==> config.mk <==
export PLATFORM = sky130hd
export DESIGN_NAME = lru_writeback_block_cache
export DESIGN_NICKNAME = d
export VERILOG_FILES = /design/src/hw/rtl/lbc_pkg.sv /design/src/hw/rtl/lru_writeback_block_cache.sv /design/src/hw/rtl/lbc_order_list.sv /design/src/hw/rtl/lbc_dp.sv /design/src/hw/rtl/lbc_ctrl.sv
export VERILOG_INCLUDE_DIRS = /design/src /design/src/hw/rtl
export SDC_FILE = /design/constraint.sdc
export NUM_CORES = 1
export LEC_CHECK = 0
export BUFFER_PORTS_ARGS = -buffer_cell sky130_fd_sc_hd__buf_4
export CAP_MARGIN = 10
export CORE_MARGIN = 4
export CORE_UTILIZATION = 45
export CTS_BUF_LIST = sky130_fd_sc_hd__clkbuf_4
export DETAILED_ROUTE_END_ITERATION = 8
export SYNTH_ARGS = -nofsm -noshare
export SYNTH_HDL_FRONTEND = slang
export SYNTH_SLANG_ARGS = --single-unit
export TNS_END_PERCENT = 30
==> constraint.sdc <==
create_clock -name clk_i -period 6.75 [get_ports clk_i]
set_input_delay 0.675 -clock clk_i [delete_from_list [all_inputs] [get_ports clk_i]]
set_output_delay 0.675 -clock clk_i [all_outputs]
set_load 0.01 [all_outputs]
==> src/hw/rtl/lru_writeback_block_cache_defines.svh <==
// Assertion macros shared by the block cache directory RTL.
`ifndef LRU_WRITEBACK_BLOCK_CACHE_DEFINES_SVH
`define LRU_WRITEBACK_BLOCK_CACHE_DEFINES_SVH

// Same-cycle implication, sampled on clk_i, off while rst_ni is low.
`define LBC_ASSERT_NOW(label, ante, cons, msg) \
  label: assert property (@(posedge clk_i) disable iff (!rst_ni) (ante) |-> (cons)) \
    else $error(msg);

// Next-cycle implication, sampled on clk_i, off while rst_ni is low.
`define LBC_ASSERT_NEXT(label, ante, cons, msg) \
  label: assert property (@(posedge clk_i) disable iff (!rst_ni) (ante) |=> (cons)) \
    else $error(msg);

`endif

==> src/hw/rtl/lbc_pkg.sv <==
// Shared types and constants of the LRU write-back block cache directory.
`default_nettype none

package lbc_pkg;

  localparam int unsigned NUM_BUFFERS_DEF       = 16;
  localparam int unsigned BLOCK_NUMBER_BITS_DEF = 24;

  // Fixed field widths of the stream payloads
  localparam int unsigned MODE_W       = 2;
  localparam int unsigned BLK_FIELD_W  = 24;
  localparam int unsigned SLOT_FIELD_W = 4;

  localparam int unsigned IN_TDATA_W    = ((BLK_FIELD_W + 7) / 8) * 8;
  localparam int unsigned OUT_FIELDS_W  = 1 + SLOT_FIELD_W + 1 + 1 + BLK_FIELD_W + SLOT_FIELD_W;
  localparam int unsigned OUT_TDATA_W   = ((OUT_FIELDS_W + 7) / 8) * 8;
  localparam int unsigned OUT_PAD_W     = OUT_TDATA_W - OUT_FIELDS_W;

  typedef enum logic [MODE_W-1:0] {
    MODE_READ     = 2'd0,
    MODE_WRITE    = 2'd1,
    MODE_SYNC_ONE = 2'd2,
    MODE_SYNC_ALL = 2'd3
  } lbc_mode_e;

  // Commands from the controller to the datapath
  typedef struct packed {
    logic req_load;    // capture the incoming request
    logic cmp_en;      // register the tag match
    logic upd_en;      // update directory and load a read/write/sync-one result
    logic sync_pop;    // write back the oldest dirty slot
    logic sync_empty;  // load the result of a sync-all with nothing dirty
  } lbc_cmd_t;

  // Status from the datapath to the controller
  typedef struct packed {
    lbc_mode_e mode;
    logic      cnt_zero;
    logic      cnt_one;
    logic      out_free;
  } lbc_sts_t;

endpackage

`default_nettype wire

==> src/hw/rtl/lru_writeback_block_cache.sv <==
// Directory of a fully associative block buffer cache with LRU replacement and write-back.
// Each request names a disk block. Read, write and sync-block first capture the request,
// then register one parallel compare of all tag cells, then update the directory and the
// recency and dirty lists and load the result into the output register. A sync-all loads
// its first result after the compare and then one result per cycle while the output
// register is free, since the dirty list is drained one entry per cycle through the single
// tag read port. The next request is accepted in the cycle after the last result has been
// placed in the output register, even if that result has not yet been taken; a full output
// register stalls the update. There is no clearing pass after reset.
`default_nettype none
`include "lru_writeback_block_cache_defines.svh"

module lru_writeback_block_cache import lbc_pkg::*; #(
  parameter int unsigned NUM_BUFFERS       = NUM_BUFFERS_DEF,
  parameter int unsigned BLOCK_NUMBER_BITS = BLOCK_NUMBER_BITS_DEF
) (
  input  logic                   clk_i,
  input  logic                   rst_ni,
  input  logic                   s_axis_tvalid,
  output logic                   s_axis_tready,
  input  logic [IN_TDATA_W-1:0]  s_axis_tdata,   // block_number
  input  logic [MODE_W-1:0]      s_axis_tuser,   // mode
  output logic                   m_axis_tvalid,
  input  logic                   m_axis_tready,
  // hit, slot, fetch_needed, writeback_valid, writeback_block, writeback_slot
  output logic [OUT_TDATA_W-1:0] m_axis_tdata,
  output logic                   m_axis_tlast
);

  lbc_cmd_t cmd;
  lbc_sts_t sts;

  logic                    hit, fetch_needed, writeback_valid;
  logic [SLOT_FIELD_W-1:0] slot, writeback_slot;
  logic [BLK_FIELD_W-1:0]  writeback_block;

  lbc_ctrl u_ctrl (
    .clk_i      (clk_i),
    .rst_ni     (rst_ni),
    .in_valid_i (s_axis_tvalid),
    .in_ready_o (s_axis_tready),
    .cmd_o      (cmd),
    .sts_i      (sts)
  );

  lbc_dp #(
    .NumBuffers (NUM_BUFFERS),
    .TagW       (BLOCK_NUMBER_BITS)
  ) u_dp (
    .clk_i             (clk_i),
    .rst_ni            (rst_ni),
    .cmd_i             (cmd),
    .sts_o             (sts),
    .mode_i            (s_axis_tuser),
    .block_number_i    (s_axis_tdata[BLK_FIELD_W-1:0]),
    .out_ready_i       (m_axis_tready),
    .out_valid_o       (m_axis_tvalid),
    .hit_o             (hit),
    .slot_o            (slot),
    .fetch_needed_o    (fetch_needed),
    .writeback_valid_o (writeback_valid),
    .writeback_block_o (writeback_block),
    .writeback_slot_o  (writeback_slot),
    .last_o            (m_axis_tlast)
  );

  assign m_axis_tdata = {{OUT_PAD_W{1'b0}}, writeback_slot, writeback_block,
                         writeback_valid, fetch_needed, slot, hit};

  `LBC_ASSERT_NEXT(a_busy_after_accept, s_axis_tvalid && s_axis_tready, !s_axis_tready, "request accepted while busy")
  `LBC_ASSERT_NOW(a_nonlast_is_writeback, m_axis_tvalid && !m_axis_tlast, writeback_valid, "non-final result without write-back")
  `LBC_ASSERT_NOW(a_fetch_only_on_miss, m_axis_tvalid && fetch_needed, !hit, "fetch requested on a hit")
  `LBC_ASSERT_NEXT(a_drain_continues, m_axis_tvalid && m_axis_tready && !m_axis_tlast, m_axis_tvalid, "sync-all drain stalled")

endmodule

`default_nettype wire

==> src/hw/rtl/lbc_order_list.sv <==
// Ordered slot list: remove one entry by value, close the gap, write at a position.
`default_nettype none

module lbc_order_list import lbc_pkg::*; #(
  parameter int unsigned Depth = NUM_BUFFERS_DEF
) (
  input  logic                       clk_i,
  input  logic                       rm_en_i,
  input  logic [$clog2(Depth)-1:0]   rm_val_i,
  input  logic [$clog2(Depth+1)-1:0] limit_i,
  input  logic                       wr_en_i,
  input  logic [$clog2(Depth)-1:0]   wr_pos_i,
  input  logic [$clog2(Depth)-1:0]   wr_val_i,
  output logic [$clog2(Depth)-1:0]   front_o
);

  localparam int unsigned IdxW = $clog2(Depth);
  localparam int unsigned CntW = $clog2(Depth + 1);

  logic [IdxW-1:0] list_q [Depth];
  logic [IdxW-1:0] list_d [Depth];
  logic [IdxW-1:0] up     [Depth];
  logic            found;
  logic [IdxW-1:0] pos;

  // Entries are distinct within the limit, so the match is one-hot
  always_comb begin
    found = 1'b0;
    pos   = '0;
    for (int j = 0; j < Depth; j++) begin
      if (rm_en_i && (CntW'(j) < limit_i) && (list_q[j] == rm_val_i)) begin
        found = 1'b1;
        pos   = pos | IdxW'(j);
      end
    end
  end

  always_comb begin
    for (int j = 0; j < Depth - 1; j++) begin
      up[j] = list_q[j + 1];
    end
    up[Depth-1] = list_q[Depth-1];
  end

  always_comb begin
    for (int j = 0; j < Depth; j++) begin
      list_d[j] = list_q[j];
      if (found && (IdxW'(j) >= pos)) begin
        list_d[j] = up[j];
      end
      if (wr_en_i && (IdxW'(j) == wr_pos_i)) begin
        list_d[j] = wr_val_i;
      end
    end
  end

  always_ff @(posedge clk_i) begin
    list_q <= list_d;
  end

  assign front_o = list_q[0];

endmodule

`default_nettype wire

==> src/hw/rtl/lbc_dp.sv <==
// Datapath: tag cells, valid/dirty bits, recency and dirty lists, result register.
`default_nettype none

module lbc_dp import lbc_pkg::*; #(
  parameter int unsigned NumBuffers = NUM_BUFFERS_DEF,
  parameter int unsigned TagW       = BLOCK_NUMBER_BITS_DEF
) (
  input  logic                    clk_i,
  input  logic                    rst_ni,
  input  lbc_cmd_t                cmd_i,
  output lbc_sts_t                sts_o,
  input  logic [MODE_W-1:0]       mode_i,
  input  logic [BLK_FIELD_W-1:0]  block_number_i,
  input  logic                    out_ready_i,
  output logic                    out_valid_o,
  output logic                    hit_o,
  output logic [SLOT_FIELD_W-1:0] slot_o,
  output logic                    fetch_needed_o,
  output logic                    writeback_valid_o,
  output logic [BLK_FIELD_W-1:0]  writeback_block_o,
  output logic [SLOT_FIELD_W-1:0] writeback_slot_o,
  output logic                    last_o
);

  localparam int unsigned SlotW = $clog2(NumBuffers);
  localparam int unsigned CntW  = $clog2(NumBuffers + 1);

  // Request and lookup
  lbc_mode_e       mode_q;
  logic [TagW-1:0] blk_q;
  logic            hit_q, hit_d;
  logic [SlotW-1:0] found_q, found_d;

  // Directory
  logic [TagW-1:0]       tag_q [NumBuffers];
  logic [NumBuffers-1:0] valid_q, valid_d;
  logic [NumBuffers-1:0] dirty_q, dirty_d;
  logic [CntW-1:0]       used_q, used_d;
  logic [CntW-1:0]       dcnt_q, dcnt_d;

  // Result register
  logic                    out_valid_q, out_valid_d;
  logic                    o_hit_q, o_hit_d;
  logic [SLOT_FIELD_W-1:0] o_slot_q, o_slot_d;
  logic                    o_fetch_q, o_fetch_d;
  logic                    o_wbv_q, o_wbv_d;
  logic [BLK_FIELD_W-1:0]  o_wbb_q, o_wbb_d;
  logic [SLOT_FIELD_W-1:0] o_wbs_q, o_wbs_d;
  logic                    o_last_q, o_last_d;

  logic             full, is_rw, is_write, was_dirty, load, out_free;
  logic [SlotW-1:0] victim, rd_addr, rec_front, dirty_front;
  logic [TagW-1:0]  tag_rd;
  logic [CntW-1:0]  used_new;
  logic             d_rm, d_app, r_en;

  // Compare every tag cell against the request
  always_comb begin
    hit_d   = 1'b0;
    found_d = '0;
    for (int i = 0; i < NumBuffers; i++) begin
      if (valid_q[i] && (tag_q[i] == blk_q)) begin
        hit_d   = 1'b1;
        found_d = found_d | SlotW'(i);
      end
    end
  end

  assign full     = (used_q == CntW'(NumBuffers));
  assign is_rw    = (mode_q == MODE_READ) || (mode_q == MODE_WRITE);
  assign is_write = (mode_q == MODE_WRITE);
  assign used_new = (hit_q || full) ? used_q : used_q + CntW'(1);

  // Hit slot, else next free slot, else least recently used
  always_comb begin
    priority if (hit_q) begin
      victim = found_q;
    end else if (!full) begin
      victim = used_q[SlotW-1:0];
    end else begin
      victim = rec_front;
    end
  end

  assign rd_addr   = cmd_i.sync_pop ? dirty_front : victim;
  assign tag_rd    = tag_q[rd_addr];
  assign was_dirty = dirty_q[victim];

  // Dirty list edits
  always_comb begin
    d_rm  = 1'b0;
    d_app = 1'b0;
    if (cmd_i.sync_pop) begin
      d_rm = 1'b1;
    end else if (cmd_i.upd_en) begin
      if (is_rw) begin
        d_rm  = was_dirty && !hit_q;
        d_app = is_write && (!was_dirty || !hit_q);
      end else begin
        d_rm  = hit_q && was_dirty;
      end
    end
  end

  assign dcnt_d = dcnt_q - CntW'(d_rm) + CntW'(d_app);
  assign r_en   = cmd_i.upd_en && is_rw;
  assign used_d = r_en ? used_new : used_q;

  lbc_order_list #(
    .Depth (NumBuffers)
  ) u_recency (
    .clk_i    (clk_i),
    .rm_en_i  (r_en),
    .rm_val_i (victim),
    .limit_i  (used_new),
    .wr_en_i  (r_en),
    .wr_pos_i (SlotW'(used_new - CntW'(1))),
    .wr_val_i (victim),
    .front_o  (rec_front)
  );

  lbc_order_list #(
    .Depth (NumBuffers)
  ) u_dirty (
    .clk_i    (clk_i),
    .rm_en_i  (d_rm),
    .rm_val_i (cmd_i.sync_pop ? dirty_front : victim),
    .limit_i  (dcnt_q),
    .wr_en_i  (d_app),
    .wr_pos_i (SlotW'(dcnt_q - CntW'(d_rm))),
    .wr_val_i (victim),
    .front_o  (dirty_front)
  );

  always_comb begin
    valid_d = valid_q;
    dirty_d = dirty_q;
    if (cmd_i.upd_en) begin
      if (is_rw) begin
        valid_d[victim] = 1'b1;
        dirty_d[victim] = is_write || (hit_q && was_dirty);
      end else if (hit_q) begin
        dirty_d[victim] = 1'b0;
      end
    end
    if (cmd_i.sync_pop) begin
      dirty_d[dirty_front] = 1'b0;
    end
  end

  // Result of the current command
  always_comb begin
    o_hit_d   = 1'b0;
    o_slot_d  = '0;
    o_fetch_d = 1'b0;
    o_wbv_d   = 1'b0;
    o_wbb_d   = '0;
    o_wbs_d   = '0;
    o_last_d  = 1'b1;
    if (cmd_i.sync_pop) begin
      o_wbv_d  = 1'b1;
      o_wbb_d  = BLK_FIELD_W'(tag_rd);
      o_wbs_d  = SLOT_FIELD_W'(dirty_front);
      o_last_d = (dcnt_q == CntW'(1));
    end else if (cmd_i.upd_en) begin
      if (is_rw || hit_q) begin
        o_hit_d  = hit_q;
        o_slot_d = SLOT_FIELD_W'(victim);
      end
      o_fetch_d = !hit_q && (mode_q == MODE_READ);
      o_wbv_d   = d_rm;
      if (d_rm) begin
        o_wbb_d = BLK_FIELD_W'(tag_rd);
        o_wbs_d = SLOT_FIELD_W'(victim);
      end
    end
  end

  assign load        = cmd_i.upd_en || cmd_i.sync_pop || cmd_i.sync_empty;
  assign out_free    = !out_valid_q || out_ready_i;
  assign out_valid_d = load ? 1'b1 : (out_ready_i ? 1'b0 : out_valid_q);

  always_ff @(posedge clk_i or negedge rst_ni) begin
    if (!rst_ni) begin
      valid_q     <= '0;
      dirty_q     <= '0;
      used_q      <= '0;
      dcnt_q      <= '0;
      out_valid_q <= 1'b0;
    end else begin
      valid_q     <= valid_d;
      dirty_q     <= dirty_d;
      used_q      <= used_d;
      dcnt_q      <= dcnt_d;
      out_valid_q <= out_valid_d;
    end
  end

  always_ff @(posedge clk_i) begin
    if (cmd_i.req_load) begin
      mode_q <= lbc_mode_e'(mode_i);
      blk_q  <= TagW'(block_number_i);
    end
    if (cmd_i.cmp_en) begin
      hit_q   <= hit_d;
      found_q <= found_d;
    end
    if (r_en && !hit_q) begin
      tag_q[victim] <= blk_q;
    end
    if (load) begin
      o_hit_q   <= o_hit_d;
      o_slot_q  <= o_slot_d;
      o_fetch_q <= o_fetch_d;
      o_wbv_q   <= o_wbv_d;
      o_wbb_q   <= o_wbb_d;
      o_wbs_q   <= o_wbs_d;
      o_last_q  <= o_last_d;
    end
  end

  assign sts_o.mode     = mode_q;
  assign sts_o.cnt_zero = (dcnt_q == '0);
  assign sts_o.cnt_one  = (dcnt_q == CntW'(1));
  assign sts_o.out_free = out_free;

  assign out_valid_o       = out_valid_q;
  assign hit_o             = o_hit_q;
  assign slot_o            = o_slot_q;
  assign fetch_needed_o    = o_fetch_q;
  assign writeback_valid_o = o_wbv_q;
  assign writeback_block_o = o_wbb_q;
  assign writeback_slot_o  = o_wbs_q;
  assign last_o            = o_last_q;

endmodule

`default_nettype wire

==> src/hw/rtl/lbc_ctrl.sv <==
// Controller: sequences request capture, tag compare, update and sync-all drain.
`default_nettype none

module lbc_ctrl import lbc_pkg::*; (
  input  logic     clk_i,
  input  logic     rst_ni,
  input  logic     in_valid_i,
  output logic     in_ready_o,
  output lbc_cmd_t cmd_o,
  input  lbc_sts_t sts_i
);

  typedef enum logic [1:0] {
    ST_IDLE,
    ST_CMP,
    ST_UPD,
    ST_SYNC
  } state_e;

  state_e state_q, state_d;

  always_comb begin
    state_d = state_q;
    cmd_o   = '0;
    unique case (state_q)
      ST_IDLE: begin
        if (in_valid_i) begin
          cmd_o.req_load = 1'b1;
          state_d        = ST_CMP;
        end
      end
      ST_CMP: begin
        cmd_o.cmp_en = 1'b1;
        state_d      = (sts_i.mode == MODE_SYNC_ALL) ? ST_SYNC : ST_UPD;
      end
      ST_UPD: begin
        // hold until the result register can take the transaction
        if (sts_i.out_free) begin
          cmd_o.upd_en = 1'b1;
          state_d      = ST_IDLE;
        end
      end
      ST_SYNC: begin
        if (sts_i.out_free) begin
          if (sts_i.cnt_zero) begin
            cmd_o.sync_empty = 1'b1;
            state_d          = ST_IDLE;
          end else begin
            cmd_o.sync_pop = 1'b1;
            if (sts_i.cnt_one) begin
              state_d = ST_IDLE;
            end
          end
        end
      end
    endcase
  end

  always_ff @(posedge clk_i or negedge rst_ni) begin
    if (!rst_ni) begin
      state_q <= ST_IDLE;
    end else begin
      state_q <= state_d;
    end
  end

  assign in_ready_o = (state_q == ST_IDLE);

endmodule

`default_nettype wire

==> results of run 1 <==
==> critical path: cells and delay by family (launching register included) <==
family | cells | cell delay (ns)
multiplexers | 2 | 0.65
AO/OA/AOI/OAI | 3 | 0.98
adder cells (fa/ha/maj) | 2 | 0.55
flip-flops | 1 | 0.51
AND/OR/NAND/NOR | 5 | 1.90
XOR/XNOR | 1 | 0.64
buffers and inverters | 3 | 0.54
==> power by group through the flow <==
stage / Clock [mW] / Sequential [mW] / Combinational, mW
2_1_floorplan: 0 / 5.43 / 4.29
3_3_place_gp: 0 / 5.64 / 6.39
3_5_place_dp: 0 / 5.63 / 6.46
4_1_cts: 3.68 / 5.56 / 6.51
5_1_grt: 3.90 / 5.63 / 7.00
6_report: 3.60 / 5.59 / 6.58
==> layer usage <==
metal | vias to the layer above | GRT usage (%)
met1 | 12070 | 37.32
li1 | 11000 | -
met3 | 245 | 5.671
met4 | 2 | 10.98
met2 | 1350 | 39.22
met5 | - | 0
==> worst paths after layout <==
kind                            cells after the start                      end             from  slack (ns)
worst max-delay path                               16  u_dp.u_dirty.list_q[55]   u_dp.used_q[0]        0.74
worst min-delay path                                2           u_dp.dcnt_q[3]           rst_ni        0.24
worst max register to register                     16  u_dp.u_dirty.list_q[55]   u_dp.used_q[0]        0.74
worst min register to register                      1          u_dp.valid_q[2]  u_dp.valid_q[2]        0.47
max in group asynchronous                           2          u_dp.valid_q[1]           rst_ni        6.03
min in group clk_i                                  2            u_dp.blk_q[1]  s_axis_tdata[1]        0.37
==> stage by stage <==
step                setup slack (ns)  hold WS [ns]  util [%]  std cells  power, mW
finish                        0.7365        0.2444     51.40       4135      15.77
global route                  0.4527        0.2742     51.38       4129      16.52
CTS                           0.8686        0.1720     51.37       4128      15.75
detailed placement            0.8756        0.4506     47.77       3776      12.09
global placement               1.199        0.4480     47.77       3776      12.03
floorplan                      1.905        0.3794         -       2889      9.718
==> area by class of cell <==
type                       count  share of cell area [%]
sequential                   624                   50.04
timing repair buffer         162                   3.578
clock inverter                69                   1.079
multi-input combinational   2042                   36.59
antenna                        7                 0.04735
inverter                      26                  0.2740
tap                          950                   3.213
clock buffer                 255                   5.175
==> placed cells by master (no fill, tap or decap), types with 54 or more instances in the layout <==
cell type  synthesis  final
edfxtp_1         579    579
nand2_1          434    433
xor2_1           257    257
clkbuf_4           0    255
xnor2_1          246    246
nand3_1          142    142
buf_4             14    131
o21ai_0           91     91
a211oi_1          77     77
nor4_1            73     73
nor3_1            63     63
nor2_1            76     58
mux2i_1           57     57
and3_1            57     57
nand4_1           54     54
==> cell families (layout without fill, tap and decap cells) <==
logic type                 count (synthesis)  in the layout  synth area share [%]
muxes                                     98             98                 3.211
other                                      1             12               0.01139
DFF                                      624            624                 56.23
adders and majority gates                  6              6                0.2280
AOI/OAI and AO/OA                        436            436                 9.319
xor gates and xnor gates                 504            504                 13.43
buffers and inverters                    223            512                 2.957
and+or+nand+nor                          993            993                 14.61
==> registers in the layout, indices dropped and copies added, names as in the netlist, 16 cells and up <==
name / count
u_dp.u_recency.list_q: 60
u_dp.blk_q: 24
u_dp.tag_q: 384
u_dp.writeback_block_o: 24
u_dp.dirty_q: 16
u_dp.u_dirty.list_q: 60
u_dp.valid_q: 16
==> Yosys cell counts (all sizes together) (45+ instances only) <==
| master | instances | area (sq um) |
|---|---|---|
| nand2 | 434 | 1629 |
| dfrtp | 45 | 1126 |
| and3 | 57 | 356.6 |
| mux2i | 60 | 629.3 |
| buf | 62 | 365.3 |
| a21oi | 48 | 244.0 |
| nor4 | 73 | 456.7 |
| xnor2 | 247 | 2171 |
| xor2 | 257 | 2251 |
| o21ai | 108 | 551.8 |
| nor3 | 65 | 347.8 |
| nor2 | 84 | 340.3 |
| edfxtp | 579 | 17390 |
| a211oi | 78 | 598.1 |
| nand3 | 145 | 748.2 |
| nand4 | 54 | 337.8 |
| clkbuf | 135 | 506.7 |
==> timing repair <==
action / CTS / global route
endpoints found under the hold margin: 72 / 0
resized for setup: 0 / 0
hold buffers: 28 / 0
==> impl_metrics.csv, run 1 <==
group,metric,value,unit
outcome,status,"finished, final reports clean",
power_and_ir_drop,pwr-share-clk,22.8,%
routing,via_count,24660,
global_routing,grt_usage,26.28,%
cts,worstSkewPairLatency,1.07,ns
final_layout,design_area,0.03699,sq mm
critical_path,crit_path_start_kind,"register",
logic_synthesis,synth_area,0.03292,sq mm
critical_path,slowest_stage,"nor4_1",
critical_path,crit_type,"register to register",
cts,cts_buffer_depth,3,
floorplan,coreArea,0.07198,sq mm
cts,clkTransAtPathRegs,0.08,ns
cts,cts_tree,"built",
logic_synthesis,ys_seq_elements,624,
logic_synthesis,synth_cells,2885,
sta,finalSetupTns,0,ns
power_and_ir_drop,combPwrFrac,41.7,%
critical_path,cp_max_fo,20,
sta,period_minus_slack,6.013,ns
routing,avgViaCountPerCell,5.964,
floorplan,die_h,278.5,um
final_layout,multi_input_area,0.01354,sq mm
floorplan,dieArea,0.07755,sq mm
final_layout,num-fill-cells,6436,
logic_synthesis,ys_warn_count,0,
cts,root_buffer,"clkbuf_4",
sta,clock.fmax,0.1663,GHz
sta,rsz0062_at_grt,"false",
global_routing,grt_start_max_net_pins,121,
critical_path,crit_chain,"inv_1 -> ha_1 -> and4b_1 -> o21ai_4 -> inv_2 -> mux2i_1 -> a2111oi_0 -> nor4_1 -> o21a_1 -> clkinv_2 -> ha_1 -> nor3b_1 -> xnor2_1 -> nand2_1 -> nor2_2 -> mux2_2",
final_layout,seqCellArea,0.01851,sq mm
critical_path,crit_top_cell,"ha_1",
final_layout,final_nets,3065,
cts,post-cts-setup-buffer-count,0,
final_layout,area_delta_synth_final,12.36,%
floorplan,die_w,278.5,um
global_routing,grt-ovfl-total,0,
logic_synthesis,synthFlopType,"edfxtp_1",
final_layout,drive_gt1_share,16.05,%
critical_path,required,7.53,ns
place,dpl_cell_area,0.03438,sq mm
sta,maxSlewHeadroom,29.01,%
routing,dr_wl_met2,46.16,mm
power_and_ir_drop,switching_share,43.27,%
routing,dr.pass1.iters,8,
run,drv_cap,0,
logic_synthesis,ys_seq_area_share,56.23,%
power_and_ir_drop,leakage,13.30,nW
critical_path,arrival,6.79,ns
routing,drc,0,
global_routing,grt_pass1_wl,155.2,mm
logic_synthesis,avgSynthCellArea,11.41,sq um
sta,fin_worst_skew,0.07592,ns
floorplan,fp-row-count,98,
routing,wl,104.6,mm
critical_path,max_stage_delay,0.70,ns
routing,drt-met1-wl,44.66,mm
sta,slew_violations,0,
floorplan,start_util,45.74,%
routing,first_iter_violations,2799,
min_path,hp-class,"primary input to asynchronous set/reset pin",
power_and_ir_drop,p_int,8.944,mW
power_and_ir_drop,peakVddDrop,0.2664,mV
place,dp_hpwl,69.52,mm
sta,worstMarginPinSlew,1.061,ns
power_and_ir_drop,p_per_area,426.2,mW/mm^2
cts,htree_levels,4,
routing,wire_per_inst,25.30,um
logic_synthesis,synth_edf_count,579,
power_and_ir_drop,p_seq_share,35.4,%
place,place.gp.congestion,0.9444,
routing,topRoutingLayerUsed,"met5",
floorplan,io_pins,73,
sta,period_share,89.09,%
routing,met3RoutedLength,9.822,mm
critical_path,end_kind,"register",
global_routing,antenna_found_initial,2,
place,port_buffers,67,
cts,clock-sinks,624,
power_and_ir_drop,p_sw,6.822,mW
logic_synthesis,synth_cell_types,92,
sta,setup_viol,0,
sta,hold_violations,0,
logic_synthesis,synthArstFlopShare,7.212,%
routing,ant_nets,0,
global_routing,first_global_vias,24060,
cts,cts_buffers,173,
Note: power is estimated with default switching activity, not from simulation.
==> run 2: changes to the inputs <==
--- a/config.mk
+++ b/config.mk
@@ -9,9 +9,10 @@
 export BUFFER_PORTS_ARGS = -buffer_cell sky130_fd_sc_hd__buf_4
 export CAP_MARGIN = 10
 export CORE_MARGIN = 4
-export CORE_UTILIZATION = 45
+export CORE_UTILIZATION = 50
 export CTS_BUF_LIST = sky130_fd_sc_hd__clkbuf_4
 export DETAILED_ROUTE_END_ITERATION = 8
+export PLACE_DENSITY = 0.66
 export SYNTH_ARGS = -nofsm -noshare
 export SYNTH_HDL_FRONTEND = slang
 export SYNTH_SLANG_ARGS = --single-unit
==> run 2 against run 1 <==
Against the previous run: register-to-register slack improved by 0.04 ns; cell count fell by 2.7%; clock skew fell by 0.0055 ns; combinational power fell by 1%; critical path depth did not move; sequential power barely moved; sequential cell count did not move; clock power fell by 4%; wire length fell by 2.0%; critical path type unchanged; clock-buffer cell count rose by 7; setup slack improved by 0.041 ns.
==> impl_metrics.csv, run 2 (same netlist as run 1, synthesis figures left out) <==
group,metric,value,unit
outcome,status,"finished, final reports clean",
power_and_ir_drop,combPwrFrac,41.9,%
power_and_ir_drop,leakage,13.27,nW
critical_path,end_kind,"register",
power_and_ir_drop,peakVddDrop,0.3315,mV
cts,root_buffer,"clkbuf_4",
power_and_ir_drop,p_per_area,422.9,mW/mm^2
critical_path,crit_top_cell,"ha_1",
global_routing,antenna_found_initial,1,
routing,wire_per_inst,25.50,um
final_layout,final_nets,3065,
critical_path,slowest_stage,"nor4_1",
final_layout,final_cell_mix,"579 x edfxtp_1, 433 x nand2_1, 262 x clkbuf_4, 257 x xor2_1, 246 x xnor2_1",
cts,cts-resized-gates,0,
power_and_ir_drop,p_seq_share,35.9,%
critical_path,crit_chain,"inv_1 -> ha_1 -> and4b_1 -> o21ai_4 -> inv_2 -> mux2i_1 -> a2111oi_0 -> nor4_1 -> o21a_1 -> clkinv_2 -> ha_1 -> nor3b_1 -> xnor2_1 -> nand2_1 -> nor2_2 -> mux2_2",
sta,slew_violations,0,
run,drv_cap,0,
critical_path,r2r_slack,0.78,ns
final_layout,largest_reg_flops,384,
cts,htree_levels,4,
floorplan,coreArea,0.06481,sq mm
floorplan,io_pins,73,
power_and_ir_drop,p_sw,6.654,mW
place,place.gp.congestion,0.9517,
sta,rsz0062_at_grt,"false",
final_layout,top_register,"u_dp.tag_q",
final_layout,area_delta_synth_final,11.70,%
routing,first_iter_violations,2993,
critical_path,max_stage_delay,0.61,ns
final_layout,reg_top3,"u_dp.tag_q x384, u_dp.u_dirty.list_q x60, u_dp.u_recency.list_q x60",
place,port_buffers,67,
critical_path,crit_type,"register to register",
final_layout,num-fill-cells,5498,
critical_path,cp_max_fo,22,
final_layout,final_common_cell,"edfxtp_1",
floorplan,fp-row-count,93,
floorplan,dieArea,0.07002,sq mm
routing,ant_nets,0,
cts,cts_buffer_depth,3,
critical_path,reg2reg_depth,16,
final_layout,fin_util,56.74,%
global_routing,grt_pass1_wl,153.4,mm
sta,fin_worst_skew,0.07041,ns
critical_path,crit_path_start_kind,"register",
routing,wl,102.6,mm
critical_path,r2r_end,"u_dp.u_dirty.front_o[3]",
place,dp_hpwl,68.55,mm
sta,period_share,88.48,%
sta,maxSlewHeadroom,28.54,%
min_path,hp-class,"primary input to asynchronous set/reset pin",
global_routing,first_global_vias,24040,
routing,via_count,24720,
sta,clock.fmax,0.1674,GHz
critical_path,worstSetupEndpoint,"u_dp.u_dirty.front_o[3]",
cts,worstSkewPairLatency,1.02,ns
sta,period_minus_slack,5.972,ns
global_routing,grt-ovfl-total,0,
routing,drc,0,
sta,worstMarginPinSlew,1.042,ns
power_and_ir_drop,pwr-share-clk,22.3,%
floorplan,start_util,50.80,%
global_routing,grt_usage,28.64,%
final_layout,drive_gt1_share,16.25,%
global_routing,grt_start_max_net_pins,136,
routing,dr.pass1.iters,6,
critical_path,timing.rr.start,"u_dp.used_q[0]",
power_and_ir_drop,switching_share,42.79,%
critical_path,arrival,6.68,ns
floorplan,die_w,264.6,um
power_and_ir_drop,p_int,8.896,mW
sta,setup_viol,0,
routing,avgViaCountPerCell,6.145,
cts,cts_buffers,170,
sta,finalSetupTns,0,ns
cts,clock-sinks,624,
critical_path,required,7.46,ns
sta,hold_violations,0,
cts,cts_tree,"built",
critical_path,startpoint,"u_dp.used_q[0]",
cts,clkTransAtPathRegs,0.07,ns
floorplan,die_h,264.6,um
## run 2: what timing repair did
item,4_1_cts,5_1_grt
setup buffers,0,0
hold buffers,28,0
endpoints found under the hold margin,72,0
## run 2: layout make-up
class	instances	area, sq um	area share (%)
Clock buffer	262	1967	5.348
Inverter	26	101.3	0.2756
Antenna cell	3	7.507	0.02041
Timing Repair Buffer	165	1346	3.661
Sequential cell	624	18510	50.34
Multi-Input combinational cell	2042	13530	36.78
Clock inverter	45	245.2	0.6668
Tap cell	855	1070	2.909
## run 2: worst max-delay path: cells and delay by family, from the launching register on
| kind | cells | cell delay, ns |
|---|---|---|
| AO/OA/AOI/OAI | 3 | 0.85 |
| XOR/XNOR | 1 | 0.59 |
| adder cells (fa/ha/maj) | 2 | 0.57 |
| buffers and inverters | 3 | 0.72 |
| flip-flops | 1 | 0.55 |
| multiplexers | 2 | 0.68 |
| AND/OR/NAND/NOR | 5 | 1.76 |
## run 2: power by group through the flow
| stage | sequential, mW | clock [mW] | combinational, mW |
|---|---|---|---|
| global placement | 5.63 | 0 | 6.31 |
| floorplan | 5.43 | 0 | 4.29 |
| global route | 5.61 | 3.76 | 6.93 |
| CTS | 5.55 | 3.55 | 6.43 |
| detailed placement | 5.63 | 0 | 6.39 |
| finish | 5.58 | 3.46 | 6.51 |
## run 2: worst min path at each step
stage,end,depth (start not counted),slack (ns),startpoint
after floorplan,u_ctrl.state_q[0],0,0.38,rst_ni
after global placement,u_dp.valid_q[6],1,0.46,u_dp.valid_q[6]
after detailed placement,u_dp.valid_q[6],1,0.45,u_dp.valid_q[6]
after CTS,u_dp.dcnt_q[1],2,0.17,rst_ni
after global routing,u_dp.dcnt_q[1],2,0.24,rst_ni
final,u_dp.dcnt_q[1],2,0.27,rst_ni
## run 2: per-stage QoR
stage / cell area [sq um] / worst slack [ns] / hold slack [ns] / instances / power (mW)
floorplan: 32940 / 1.905 / 0.3794 / 2889 / 9.718
global placement: 34280 / 1.150 / 0.4551 / 3684 / 11.94
detailed placement: 34280 / 0.9196 / 0.4523 / 3684 / 12.01
CTS: 36770 / 0.9069 / 0.1650 / 4019 / 15.53
global route: 36780 / 0.4508 / 0.2421 / 4022 / 16.31
finish: 36780 / 0.7777 / 0.2730 / 4022 / 15.55
## run 2: routing by layer
metal | GRT usage, % | share of wire, % | up-vias
met5 | 0 | 0 | -
met4 | 10.45 | 3.5 | 0
met3 | 6.516 | 9.5 | 223
met2 | 43.69 | 45 | 1404
met1 | 40.49 | 42 | 12090
li1 | - | - | 10990
